**config.mk**
```make
export PLATFORM = sky130hd
export DESIGN_NAME = can_bit_timing_search_top
export DESIGN_NICKNAME = d
export VERILOG_FILES = /design/src/hw/rtl/cbts_pkg.sv /design/src/hw/rtl/cbts_div.sv /design/src/hw/rtl/cbts_search.sv /design/src/hw/rtl/can_bit_timing_search_top.sv
export SDC_FILE = /design/constraint.sdc
export NUM_CORES = 1
export LEC_CHECK = 0
export BUFFER_PORTS_ARGS = -buffer_cell sky130_fd_sc_hd__buf_4
export CELL_PAD_IN_SITES_DETAIL_PLACEMENT = 1
export CELL_PAD_IN_SITES_GLOBAL_PLACEMENT = 1
export CORE_MARGIN = 8
export CORE_UTILIZATION = 45
export DETAILED_ROUTE_END_ITERATION = 8
export PLACE_DENSITY_LB_ADDON = 0.25
export SETUP_SLACK_MARGIN = 0.4
export SYNTH_ARGS = -nofsm -noshare
export SYNTH_HDL_FRONTEND = slang
export SYNTH_HIERARCHICAL = 1
export SYNTH_SLANG_ARGS = --single-unit
```
**constraint.sdc**
```tcl
create_clock -name clk -period 11.35 [get_ports clk]
set_input_delay 0.5675 -clock clk [delete_from_list [all_inputs] [get_ports clk]]
set_output_delay 0.5675 -clock clk [all_outputs]
set_load 0.02 [all_outputs]
```
**src/hw/rtl/cbts_pkg.sv**
```systemverilog
// shared types, constants and the timing word packing for the can bit timing search
// no dependencies
`default_nettype none

package cbts_pkg;

  localparam int ClkW   = 27;
  localparam int BaudW  = 20;
  localparam int CpbW   = 27;
  localparam int DivW   = 4;
  localparam int QmW    = 5;
  localparam int SegsW  = 5;
  localparam int QdW    = 10;
  localparam int ProdW  = 15;
  localparam int TwW    = 15;

  localparam logic [ClkW-1:0]  MainClkRst = 27'd48000000;
  localparam logic [DivW-1:0]  DivMax     = 4'd15;
  localparam logic [QmW-1:0]   QmMax      = 5'd31;
  localparam logic [SegsW-1:0] SegsMin    = 5'd3;
  localparam logic [SegsW-1:0] SegsMax    = 5'd17;
  localparam logic [1:0]       SjwMax     = 2'd3;

  typedef enum logic [1:0] {
    ST_IDLE,
    ST_DIV,
    ST_SEARCH,
    ST_OUT
  } cbts_state_t;

  typedef struct packed {
    logic             done;
    logic             found;
    logic [DivW-1:0]  div;
    logic [QmW-1:0]   qm1;
    logic [SegsW-1:0] segs;
  } srch_res_t;

  function automatic logic [TwW-1:0] pack_timing(input logic [QmW-1:0] qm1,
                                                 input logic [SegsW-1:0] segs);
    logic [3:0] t;
    logic [3:0] seg1;
    logic [3:0] seg2;
    logic [1:0] sjw;
    t    = 4'(segs - SegsMin);
    seg1 = {1'b0, t[3:1]};
    seg2 = t - seg1;
    sjw  = (seg1 > {2'b00, SjwMax}) ? SjwMax : seg1[1:0];
    return {seg2[2:0], seg1, sjw, 1'b0, qm1};
  endfunction

endpackage

`default_nettype wire

```
**src/hw/rtl/cbts_div.sv**
```systemverilog
// restoring divider, one quotient bit per cycle, gives clocks per bit
// depends on cbts_pkg
`default_nettype none

module cbts_div
  import cbts_pkg::*;
(
  input  wire logic             clk,
  input  wire logic             rst_n,
  input  wire logic             start,
  input  wire logic [ClkW-1:0]  dividend,
  input  wire logic [BaudW-1:0] divisor,
  output logic                  done,
  output logic [CpbW-1:0]       quotient
);

  localparam int CntW = $clog2(ClkW);

  logic              busy_r, busy_nxt;
  logic              done_r, done_nxt;
  logic [CntW-1:0]   cnt_r, cnt_nxt;
  logic [BaudW-1:0]  dsr_r, dsr_nxt;
  logic [BaudW-1:0]  rem_r, rem_nxt;
  logic [ClkW-1:0]   quo_r, quo_nxt;
  logic [BaudW:0]    trial;
  logic [BaudW:0]    diff;
  logic              fits;

  assign trial = {rem_r, quo_r[ClkW-1]};
  assign diff  = trial - {1'b0, dsr_r};
  assign fits  = trial >= {1'b0, dsr_r};

  always_comb begin
    busy_nxt = busy_r;
    done_nxt = 1'b0;
    cnt_nxt  = cnt_r;
    dsr_nxt  = dsr_r;
    rem_nxt  = rem_r;
    quo_nxt  = quo_r;
    if (start) begin
      busy_nxt = 1'b1;
      cnt_nxt  = CntW'(ClkW - 1);
      dsr_nxt  = divisor;
      rem_nxt  = '0;
      quo_nxt  = dividend;
    end else if (busy_r) begin
      rem_nxt = fits ? diff[BaudW-1:0] : trial[BaudW-1:0];
      quo_nxt = {quo_r[ClkW-2:0], fits};
      cnt_nxt = cnt_r - 1'b1;
      if (cnt_r == '0) begin
        busy_nxt = 1'b0;
        done_nxt = 1'b1;
      end
    end
  end

  always_ff @(posedge clk) begin
    if (!rst_n) begin
      busy_r <= 1'b0;
      done_r <= 1'b0;
    end else begin
      busy_r <= busy_nxt;
      done_r <= done_nxt;
    end
    cnt_r <= cnt_nxt;
    dsr_r <= dsr_nxt;
    rem_r <= rem_nxt;
    quo_r <= quo_nxt;
  end

  assign done     = done_r;
  assign quotient = quo_r;

endmodule

`default_nettype wire

```
**src/hw/rtl/cbts_search.sv**
```systemverilog
// candidate search, one divider/quanta/segment candidate checked per cycle
// depends on cbts_pkg
`default_nettype none

module cbts_search
  import cbts_pkg::*;
(
  input  wire logic            clk,
  input  wire logic            rst_n,
  input  wire logic            start,
  input  wire logic [CpbW-1:0] cpb,
  output srch_res_t            res
);

  logic              busy_r, busy_nxt;
  logic              done_r, done_nxt;
  logic              found_r, found_nxt;
  logic [CpbW-1:0]   cpb_r, cpb_nxt;
  logic [DivW-1:0]   div_r, div_nxt;
  logic [QmW-1:0]    qm1_r, qm1_nxt;
  logic [SegsW-1:0]  segs_r, segs_nxt;
  logic [QdW-1:0]    qd_r, qd_nxt;
  logic [ProdW-1:0]  prod;
  logic              hit;

  // qd_r tracks quanta * (div + 1)
  assign prod = ProdW'(segs_r) * ProdW'(qd_r);
  assign hit  = cpb_r == CpbW'(prod);

  always_comb begin
    busy_nxt  = busy_r;
    done_nxt  = 1'b0;
    found_nxt = found_r;
    cpb_nxt   = cpb_r;
    div_nxt   = div_r;
    qm1_nxt   = qm1_r;
    segs_nxt  = segs_r;
    qd_nxt    = qd_r;
    if (start) begin
      busy_nxt  = 1'b1;
      found_nxt = 1'b0;
      cpb_nxt   = cpb;
      div_nxt   = '0;
      qm1_nxt   = '0;
      segs_nxt  = SegsMin;
      qd_nxt    = QdW'(1);
    end else if (busy_r) begin
      priority if (hit) begin
        busy_nxt  = 1'b0;
        done_nxt  = 1'b1;
        found_nxt = 1'b1;
      end else if (segs_r != SegsMax) begin
        segs_nxt = segs_r + 1'b1;
      end else if (qm1_r != QmMax) begin
        segs_nxt = SegsMin;
        qm1_nxt  = qm1_r + 1'b1;
        qd_nxt   = qd_r + QdW'(div_r) + QdW'(1);
      end else if (div_r != DivMax) begin
        segs_nxt = SegsMin;
        qm1_nxt  = '0;
        div_nxt  = div_r + 1'b1;
        qd_nxt   = QdW'(div_r) + QdW'(2);
      end else begin
        busy_nxt = 1'b0;
        done_nxt = 1'b1;
      end
    end
  end

  always_ff @(posedge clk) begin
    if (!rst_n) begin
      busy_r  <= 1'b0;
      done_r  <= 1'b0;
      found_r <= 1'b0;
    end else begin
      busy_r  <= busy_nxt;
      done_r  <= done_nxt;
      found_r <= found_nxt;
    end
    cpb_r  <= cpb_nxt;
    div_r  <= div_nxt;
    qm1_r  <= qm1_nxt;
    segs_r <= segs_nxt;
    qd_r   <= qd_nxt;
  end

  always_comb begin
    res.done  = done_r;
    res.found = found_r;
    res.div   = div_r;
    res.qm1   = qm1_r;
    res.segs  = segs_r;
  end

endmodule

`default_nettype wire

```
**src/hw/rtl/can_bit_timing_search_top.sv**
```systemverilog
// CAN bit timing search: takes a baud rate beat and returns one timing result beat.
// First it divides main_clock_hz by the baud rate in a restoring divider,
// then walks divider 0..15, quanta 1..32, segments 3..17 checking one candidate per
// clock with a single small multiplier, stopping at the first exact product match.
// A zero baud rate skips the divider and the search and answers in the next cycle.
// in_tready is low from acceptance until the result beat is taken.
// depends on cbts_pkg, cbts_div, cbts_search
`default_nettype none

module can_bit_timing_search_top
  import cbts_pkg::*;
(
  input  wire logic             clk,
  input  wire logic             rst_n,
  input  wire logic             cfg_wr_en,
  input  wire logic [ClkW-1:0]  cfg_wr_data,  // main_clock_hz
  input  wire logic             in_tvalid,
  output logic                  in_tready,
  input  wire logic [23:0]      in_tdata,     // bitrate[19:0], zero pad
  output logic                  out_tvalid,
  input  wire logic             out_tready,
  output logic [23:0]           out_tdata,    // prescaler[3:0], timing_word[18:4], zero pad
  output logic                  out_tuser     // found
);

  cbts_state_t       state_r, state_nxt;
  logic [ClkW-1:0]   main_clk_r;
  logic              found_r, found_nxt;
  logic [DivW-1:0]   presc_r, presc_nxt;
  logic [TwW-1:0]    tw_r, tw_nxt;
  logic [BaudW-1:0]  baud;
  logic              in_acc;
  logic              div_start;
  logic              div_done;
  logic [CpbW-1:0]   cpb;
  logic              srch_start;
  srch_res_t         srch;

  assign baud   = in_tdata[BaudW-1:0];
  assign in_acc = in_tvalid && in_tready;

  cbts_div u_div (
    .clk      (clk),
    .rst_n    (rst_n),
    .start    (div_start),
    .dividend (main_clk_r),
    .divisor  (baud),
    .done     (div_done),
    .quotient (cpb)
  );

  cbts_search u_search (
    .clk   (clk),
    .rst_n (rst_n),
    .start (srch_start),
    .cpb   (cpb),
    .res   (srch)
  );

  // next state
  always_comb begin
    state_nxt = state_r;
    unique case (state_r)
      ST_IDLE: begin
        if (in_acc) state_nxt = (baud == '0) ? ST_OUT : ST_DIV;
      end
      ST_DIV: begin
        if (div_done) state_nxt = ST_SEARCH;
      end
      ST_SEARCH: begin
        if (srch.done) state_nxt = ST_OUT;
      end
      ST_OUT: begin
        if (out_tready) state_nxt = ST_IDLE;
      end
      default: state_nxt = ST_IDLE;
    endcase
  end

  // outputs
  always_comb begin
    in_tready  = 1'b0;
    out_tvalid = 1'b0;
    div_start  = 1'b0;
    srch_start = 1'b0;
    unique case (state_r)
      ST_IDLE: begin
        in_tready = 1'b1;
        div_start = in_tvalid && (baud != '0);
      end
      ST_DIV: begin
        srch_start = div_done;
      end
      ST_SEARCH: begin
      end
      ST_OUT: begin
        out_tvalid = 1'b1;
      end
      default: begin
      end
    endcase
  end

  // result register
  always_comb begin
    found_nxt = found_r;
    presc_nxt = presc_r;
    tw_nxt    = tw_r;
    if (state_r == ST_IDLE && in_acc) begin
      found_nxt = 1'b0;
      presc_nxt = '0;
      tw_nxt    = '0;
    end else if (state_r == ST_SEARCH && srch.done && srch.found) begin
      found_nxt = 1'b1;
      presc_nxt = srch.div;
      tw_nxt    = pack_timing(srch.qm1, srch.segs);
    end
  end

  always_ff @(posedge clk) begin
    if (!rst_n) begin
      state_r    <= ST_IDLE;
      main_clk_r <= MainClkRst;
    end else begin
      state_r <= state_nxt;
      if (cfg_wr_en) main_clk_r <= cfg_wr_data;
    end
    found_r <= found_nxt;
    presc_r <= presc_nxt;
    tw_r    <= tw_nxt;
  end

  assign out_tdata = {5'b0, tw_r, presc_r};
  assign out_tuser = found_r;

endmodule

`default_nettype wire

```
==> results of run 1 <==
-- state kept, by name (all words and copies together), names as in the netlist, 2 cells and up --
name             flops
presc_r              4
u_div/quotient      27
u_search/qd_r       10
u_search/cpb_r      27
u_div/rem_r         20
u_search/segs_r      5
tw_r                13
u_search/div_r       4
main_clk_r          27
u_div/cnt_r          5
u_search/qm1_r       5
state_r              2
u_div/dsr_r         20
-- worst max-delay path: cells and delay by family, from the launching register on --
family	cells	cell delay, ns
compound gates	5	2.08
fa+ha+maj	4	1.93
buf+inv	1	0.06
flops	1	0.75
mux	1	0.33
simple gates	3	0.60
-- cell usage in the layout (no fill, tap or decap), drive strengths merged, types with 5 or more instances in the layout --
cell type    n
nor4        14
nor2        86
edfxtp      74
a21boi       6
a21o        15
nor3        16
nand4       18
conb         7
mux2        31
clkinv      10
a211oi      16
and2        28
xor2         8
xnor2       27
and3        10
or3          6
nand2b       8
inv         76
clkbuf      17
o21ai       33
nand3       25
buf         76
fa          27
nand2      105
dfxtp      101
o211ai       9
a21oi       56
a311oi       9
a2111oi      6
ha          62
a31oi       10
o21bai       5
mux2i       32
nor2b       10
-- logic make-up after synthesis --
logic type               share of synthesized area, %
XOR/XNOR                                        2.929
AO/OA/AOI/OAI                                   15.73
buffers and inverters                           6.026
multiplexers                                    6.396
adder cells (fa/ha/maj)                         12.58
AND/OR/NAND/NOR                                 15.75
other                                         0.03583
flip-flops                                      40.55
-- final timing paths --
path                 startpoint                end  depth (start not counted)
max reg2reg  u_search/segs_r[2]  u_search/qm1_r[0]                         14
min reg2reg   u_div/quotient[2]  u_search/cpb_r[2]                          0
min                 in_tdata[1]     u_div/dsr_r[1]                          1
max          u_search/segs_r[2]  u_search/qm1_r[0]                         14
-- report_power, final --
part	leakage (nW)	internal, mW	switching (mW)
sequential	1.52	0.792	0.0703
clock	0.299	0.305	0.300
combinational	3.01	0.227	0.329
total	4.83	1.32	0.699
-- per-stage QoR --
step                setup slack, ns  hold WS (ns)  instance area, um2
floorplan                     6.453        0.4222               10490
global placement              5.584        0.4291               11060
detailed placement            5.491        0.4356               11060
CTS                           5.449        0.3062               11690
global route                  5.258        0.3008               11690
finish                        5.469        0.3232               11700
-- per-layer routing --
metal  GRT usage (%)  wire, um  vias to the layer above
li1                -         -                     3863
met1           24.96     12630                     3998
met4           4.620       315                        0
met2           31.40     12630                      124
met3           3.098       777                       22
met5               0         0                        -
-- cell type report --
class	instances	area (um2)
antenna	1	2.502
clock buffer	17	425.4
clock inverter	15	205.2
fill	2585	11430
inverter	72	270.3
multi-input combinational	751	5615
sequential	175	4244
tap	290	362.8
timing repair buffer	76	570.5
==> flow_summary_export.csv, run 1 <==
group,metric,value,unit
grt,grt_antenna_before_repair,0,
logic_synthesis,syn_inst,1054,
worst_setup_path,slowest_delay,0.90,ns
placement,placed_cells,1364,
routing,avgViaCountPerCell,5.732,
grt,globalRouteOverflowTotal,0,
die,start_util,45.26,%
timing,fin_setup_tns,0,ns
power,irDropWorstVdd,0.00009410,V
flow_run,max_cap_violations,0,
clocking,hold_buffers,0,
routing,drcViolationCount,0,
die,coreArea,0.02312,mm2
clocking,cts_buffer_depth,2,
power,cellPowerDensity,173.0,mW/mm2
timing,period_share,51.82,%
grt,grt_pass1_wl,43.57,mm
worst_setup_path,worstSetupEndpointType,"flip-flop",
logic_synthesis,yosysSeqAreaShare,40.55,%
logic_synthesis,ys.flop_type,"dfxtp_1",
timing,max_slew_margin,23.70,%
die,die_w,168.5,um
worst_setup_path,crit_top_cell,"fa_1",
placement,numPortBuffers,71,
logic_synthesis,ys_seq_elements,175,
die,die_h,168.5,um
timing,fmax,0.1700,GHz
worst_setup_path,path_cells,"nand2_1, fa_1, inv_1, fa_1, fa_1, ha_1, and3_2, a221o_2, a2111oi_4, or3_2, a221oi_4, a311oi_2, a21oi_1, mux2_2",
clocking,clock_sinks,175,
placement,place_congestion,0.8756,
routing,wl,26.36,mm
routing,detail_route.wl_per_cell,18.87,um
routing,vias,8007,
timing,hold_violations,0,
hold_path,hp-class,"input port to flip-flop",
clocking,cts_tree,"yes",
logic_synthesis,yosysUniqueCellTypes,94,
logic_synthesis,ys_async_sr_fraction,0,%
logic_synthesis,ys.warnings.count,6,
logic_synthesis,yosys.area.top_type,"edfxtp_1",
logic_synthesis,synth_most_common_cell,"nand2_1",
run_status,outcome,"finished, final reports clean",
placement,hpwlAfterDp,18.96,mm
timing,rsz0062_at_grt,"false",
grt,grt_max_degree,66,
timing,tightest_slew,1.143,ns
worst_setup_path,cp.arrival,6.20,ns
logic_synthesis,synth_top_area_share,21.23,%
clocking,ctsResizeCount,0,
power,power,2.023,mW
clocking,clock-root-buffer,"clkbuf_16",
timing,fin_crit,5.881,ns
logic_synthesis,synth_area_per_cell,9.929,um2
worst_setup_path,path_class,"flip-flop to flip-flop",
timing,finalSetupViolCount,0,
cells_and_area,fin_nets,1238,
worst_setup_path,reg2reg_slack,5.47,ns
routing,drt-initial-drc-count,384,
logic_synthesis,synth_edf_count,74,
worst_setup_path,start_kind,"flip-flop",
worst_setup_path,crit_path_top_delay_cell,"a311oi_2",
die,io-pin-count,83,
logic_synthesis,netlist_top_cells_area,"edfxtp_1, dfxtp_1, ha_1",
die,fp-row-count,56,
grt,grt_use_total,18.76,%
cells_and_area,drive_above_1_share,15.28,%
logic_synthesis,ys_top_cells_by_count,"nand2_1, dfxtp_1, nor2_1",
clocking,cts_buffers,17,
routing,firstDrtPassIters,4,
cells_and_area,fin_util,50.58,%
worst_setup_path,crit_fanout,17,
routing,detail-route-antenna-nets,0,
power,p_leak,4.829,nW
worst_setup_path,required,11.67,ns
grt,grt_pass1_vias,8410,
cells_and_area,area_growth,11.76,%
clocking,cts_setup_buffers,0,
timing,skew,0.01823,ns
clocking,clk_pin_slew,0.08,ns
timing,slew_violations,0,
die,die_area,0.02839,mm2
clocking,ctsHtreeMaxLevel,4,
logic_synthesis,netlist_area,0.01047,mm2
clocking,clkLatencyLatePin,0.44,ns
cells_and_area,layout.cells.non_filler,1397,
(Power assumes the default switching activity.)
==> inputs of run 2 (changes only) <==
--- a/config.mk
+++ b/config.mk
@@ -9,7 +9,7 @@
 export CELL_PAD_IN_SITES_DETAIL_PLACEMENT = 1
 export CELL_PAD_IN_SITES_GLOBAL_PLACEMENT = 1
 export CORE_MARGIN = 8
-export CORE_UTILIZATION = 45
+export CORE_UTILIZATION = 43
 export DETAILED_ROUTE_END_ITERATION = 8
 export PLACE_DENSITY_LB_ADDON = 0.25
 export SETUP_SLACK_MARGIN = 0.4
==> constraint.sdc (replaced) <==
create_clock -name clk -period 5.31 [get_ports clk]
set_input_delay 0.2655 -clock clk [delete_from_list [all_inputs] [get_ports clk]]
set_output_delay 0.2655 -clock clk [all_outputs]
set_load 0.02 [all_outputs]
==> flow_summary_export.csv, run 2 (synthesized netlist as in run 1, its figures left out) <==
group,metric,value,unit
die,io-pin-count,83,
routing,drt-initial-drc-count,334,
cells_and_area,final_cell_mix,"buf_4, nand2_1, dfxtp_1",
clocking,ctsHtreeMaxLevel,4,
worst_setup_path,slowest_delay,0.59,ns
routing,drcViolationCount,0,
die,die_area,0.02959,mm2
grt,grt_antenna_before_repair,0,
cells_and_area,drive_above_1_share,19.91,%
cells_and_area,layout.cells.non_filler,1459,
cells_and_area,final_common_cell,"buf_4",
routing,detail_route.wl_per_cell,18.77,um
clocking,clock_sinks,175,
die,start_util,43.41,%
grt,globalRouteOverflowTotal,0,
timing,fin_crit,4.858,ns
timing,hold_violations,0,
routing,firstDrtPassIters,4,
cells_and_area,fin_util,50.25,%
clocking,cts_buffer_depth,2,
timing,slew_violations,0,
power,cellPowerDensity,354.5,mW/mm2
worst_setup_path,required,5.63,ns
worst_setup_path,start_kind,"flip-flop",
die,die_w,172.0,um
worst_setup_path,crit_fanout,7,
cells_and_area,fill_cells,2690,
cells_and_area,area_growth,15.75,%
timing,max_slew_margin,22.58,%
timing,period_share,91.49,%
timing,tightest_slew,1.160,ns
timing,finalSetupViolCount,0,
clocking,clkLatencyLatePin,0.43,ns
power,irDropWorstVdd,0.0002446,V
routing,wl,27.39,mm
worst_setup_path,path_class,"flip-flop to flip-flop",
clocking,clk_pin_slew,0.08,ns
clocking,clock-root-buffer,"clkbuf_16",
routing,detail-route-antenna-nets,0,
cells_and_area,fin_nets,1267,
die,fp-row-count,57,
power,p_leak,4.977,nW
flow_run,max_cap_violations,0,
hold_path,hp-class,"input port to flip-flop",
worst_setup_path,path_cells,"nand2_4, fa_1, inv_2, fa_1, fa_2, ha_4, a21o_1, a221o_2, a2111oi_4, or3_4, a221oi_4, a311o_4, buf_6, o311a_1, a21o_1",
grt,grt_use_total,19.29,%
timing,skew,0.01262,ns
timing,fin_setup_tns,0,ns
placement,placed_cells,1414,
routing,avgViaCountPerCell,5.536,
grt,grt_max_degree,66,
grt,grt_pass1_vias,8866,
die,coreArea,0.02411,mm2
die,die_h,172.0,um
placement,place_congestion,0.8802,
worst_setup_path,crit_path_top_delay_cell,"fa_2",
clocking,cts_buffers,17,
grt,grt_pass1_wl,45.79,mm
clocking,cts_tree,"yes",
run_status,outcome,"finished, final reports clean",
placement,numPortBuffers,71,
routing,vias,8077,
cells_and_area,num_antenna_cells,0,
worst_setup_path,worstSetupEndpointType,"flip-flop",
placement,hpwlAfterDp,19.70,mm
timing,rsz0062_at_grt,"true",
timing,fmax,0.2058,GHz
worst_setup_path,cp.arrival,5.17,ns
[run 2: area by class of cell]
class,instances,area [um2],area share (%)
Timing Repair Buffer,105,795.8,6.570
Sequential cell,175,4279,35.33
Clock inverter,13,155.1,1.281
Tap cell,324,405.4,3.347
Multi-Input combinational cell,751,5754,47.51
Clock buffer,19,452.9,3.739
Inverter,72,270.3,2.231
[run 2: routing by layer]
metal	wire length (um)	global-route usage, %	up-vias
met5	0	0	-
met4	474	6.147	0
met3	795	3.128	32
met2	13630	33.09	134
met1	12490	24.48	4000
li1	-	-	3911
[run 2: worst paths after layout]
kind	start	end	slack, ns	cells past startpoint
setup reg to reg	u_search/segs_r[3]	u_search/qd_r[9]	0.45	15
hold reg to reg	u_div/quotient[22]	u_search/cpb_r[22]	0.45	0
hold / removal	in_tdata[11]	u_div/dsr_r[11]	0.02	1
setup / recovery	u_search/segs_r[3]	u_search/qd_r[9]	0.45	15
[run 2: through the flow]
step | hold WS, ns | total power, mW | area (um2) | setup WS (ns)
floorplan | 0.3644 | 2.724 | 10490 | 0.4129
global placement | 0.4321 | 3.010 | 11230 | 0.1684
detailed placement | 0.4359 | 3.051 | 11230 | 0.08582
CTS | 0.002408 | 4.332 | 12000 | 0.4216
global route | 0.002738 | 4.548 | 12110 | 0.3243
finish | 0.02380 | 4.294 | 12110 | 0.4520
[run 2: power by group]
| group | leakage, nW | internal [mW] | switching, mW |
|---|---|---|---|
| combinational | 3.15 | 0.487 | 0.691 |
| clock | 0.296 | 0.664 | 0.607 |
| sequential | 1.53 | 1.69 | 0.155 |
| total | 4.98 | 2.84 | 1.45 |
[run 2: what timing repair did]
action / CTS / global route
endpoints found under the setup margin: 25 / 25
pin swaps: 12 / 14
hold buffers: 0 / 0
setup buffers: 11 / 2
resized for setup: 28 / 20
[run 2: worst max-delay path, delay by kind of cell (launching register included)]
kind	cells	cell delay, ns
adders and majority gates	4	1.86
and+or+nand+nor	2	0.26
DFF	1	0.41
AOI/OAI and AO/OA	7	2.02
buffers and inverters	2	0.19
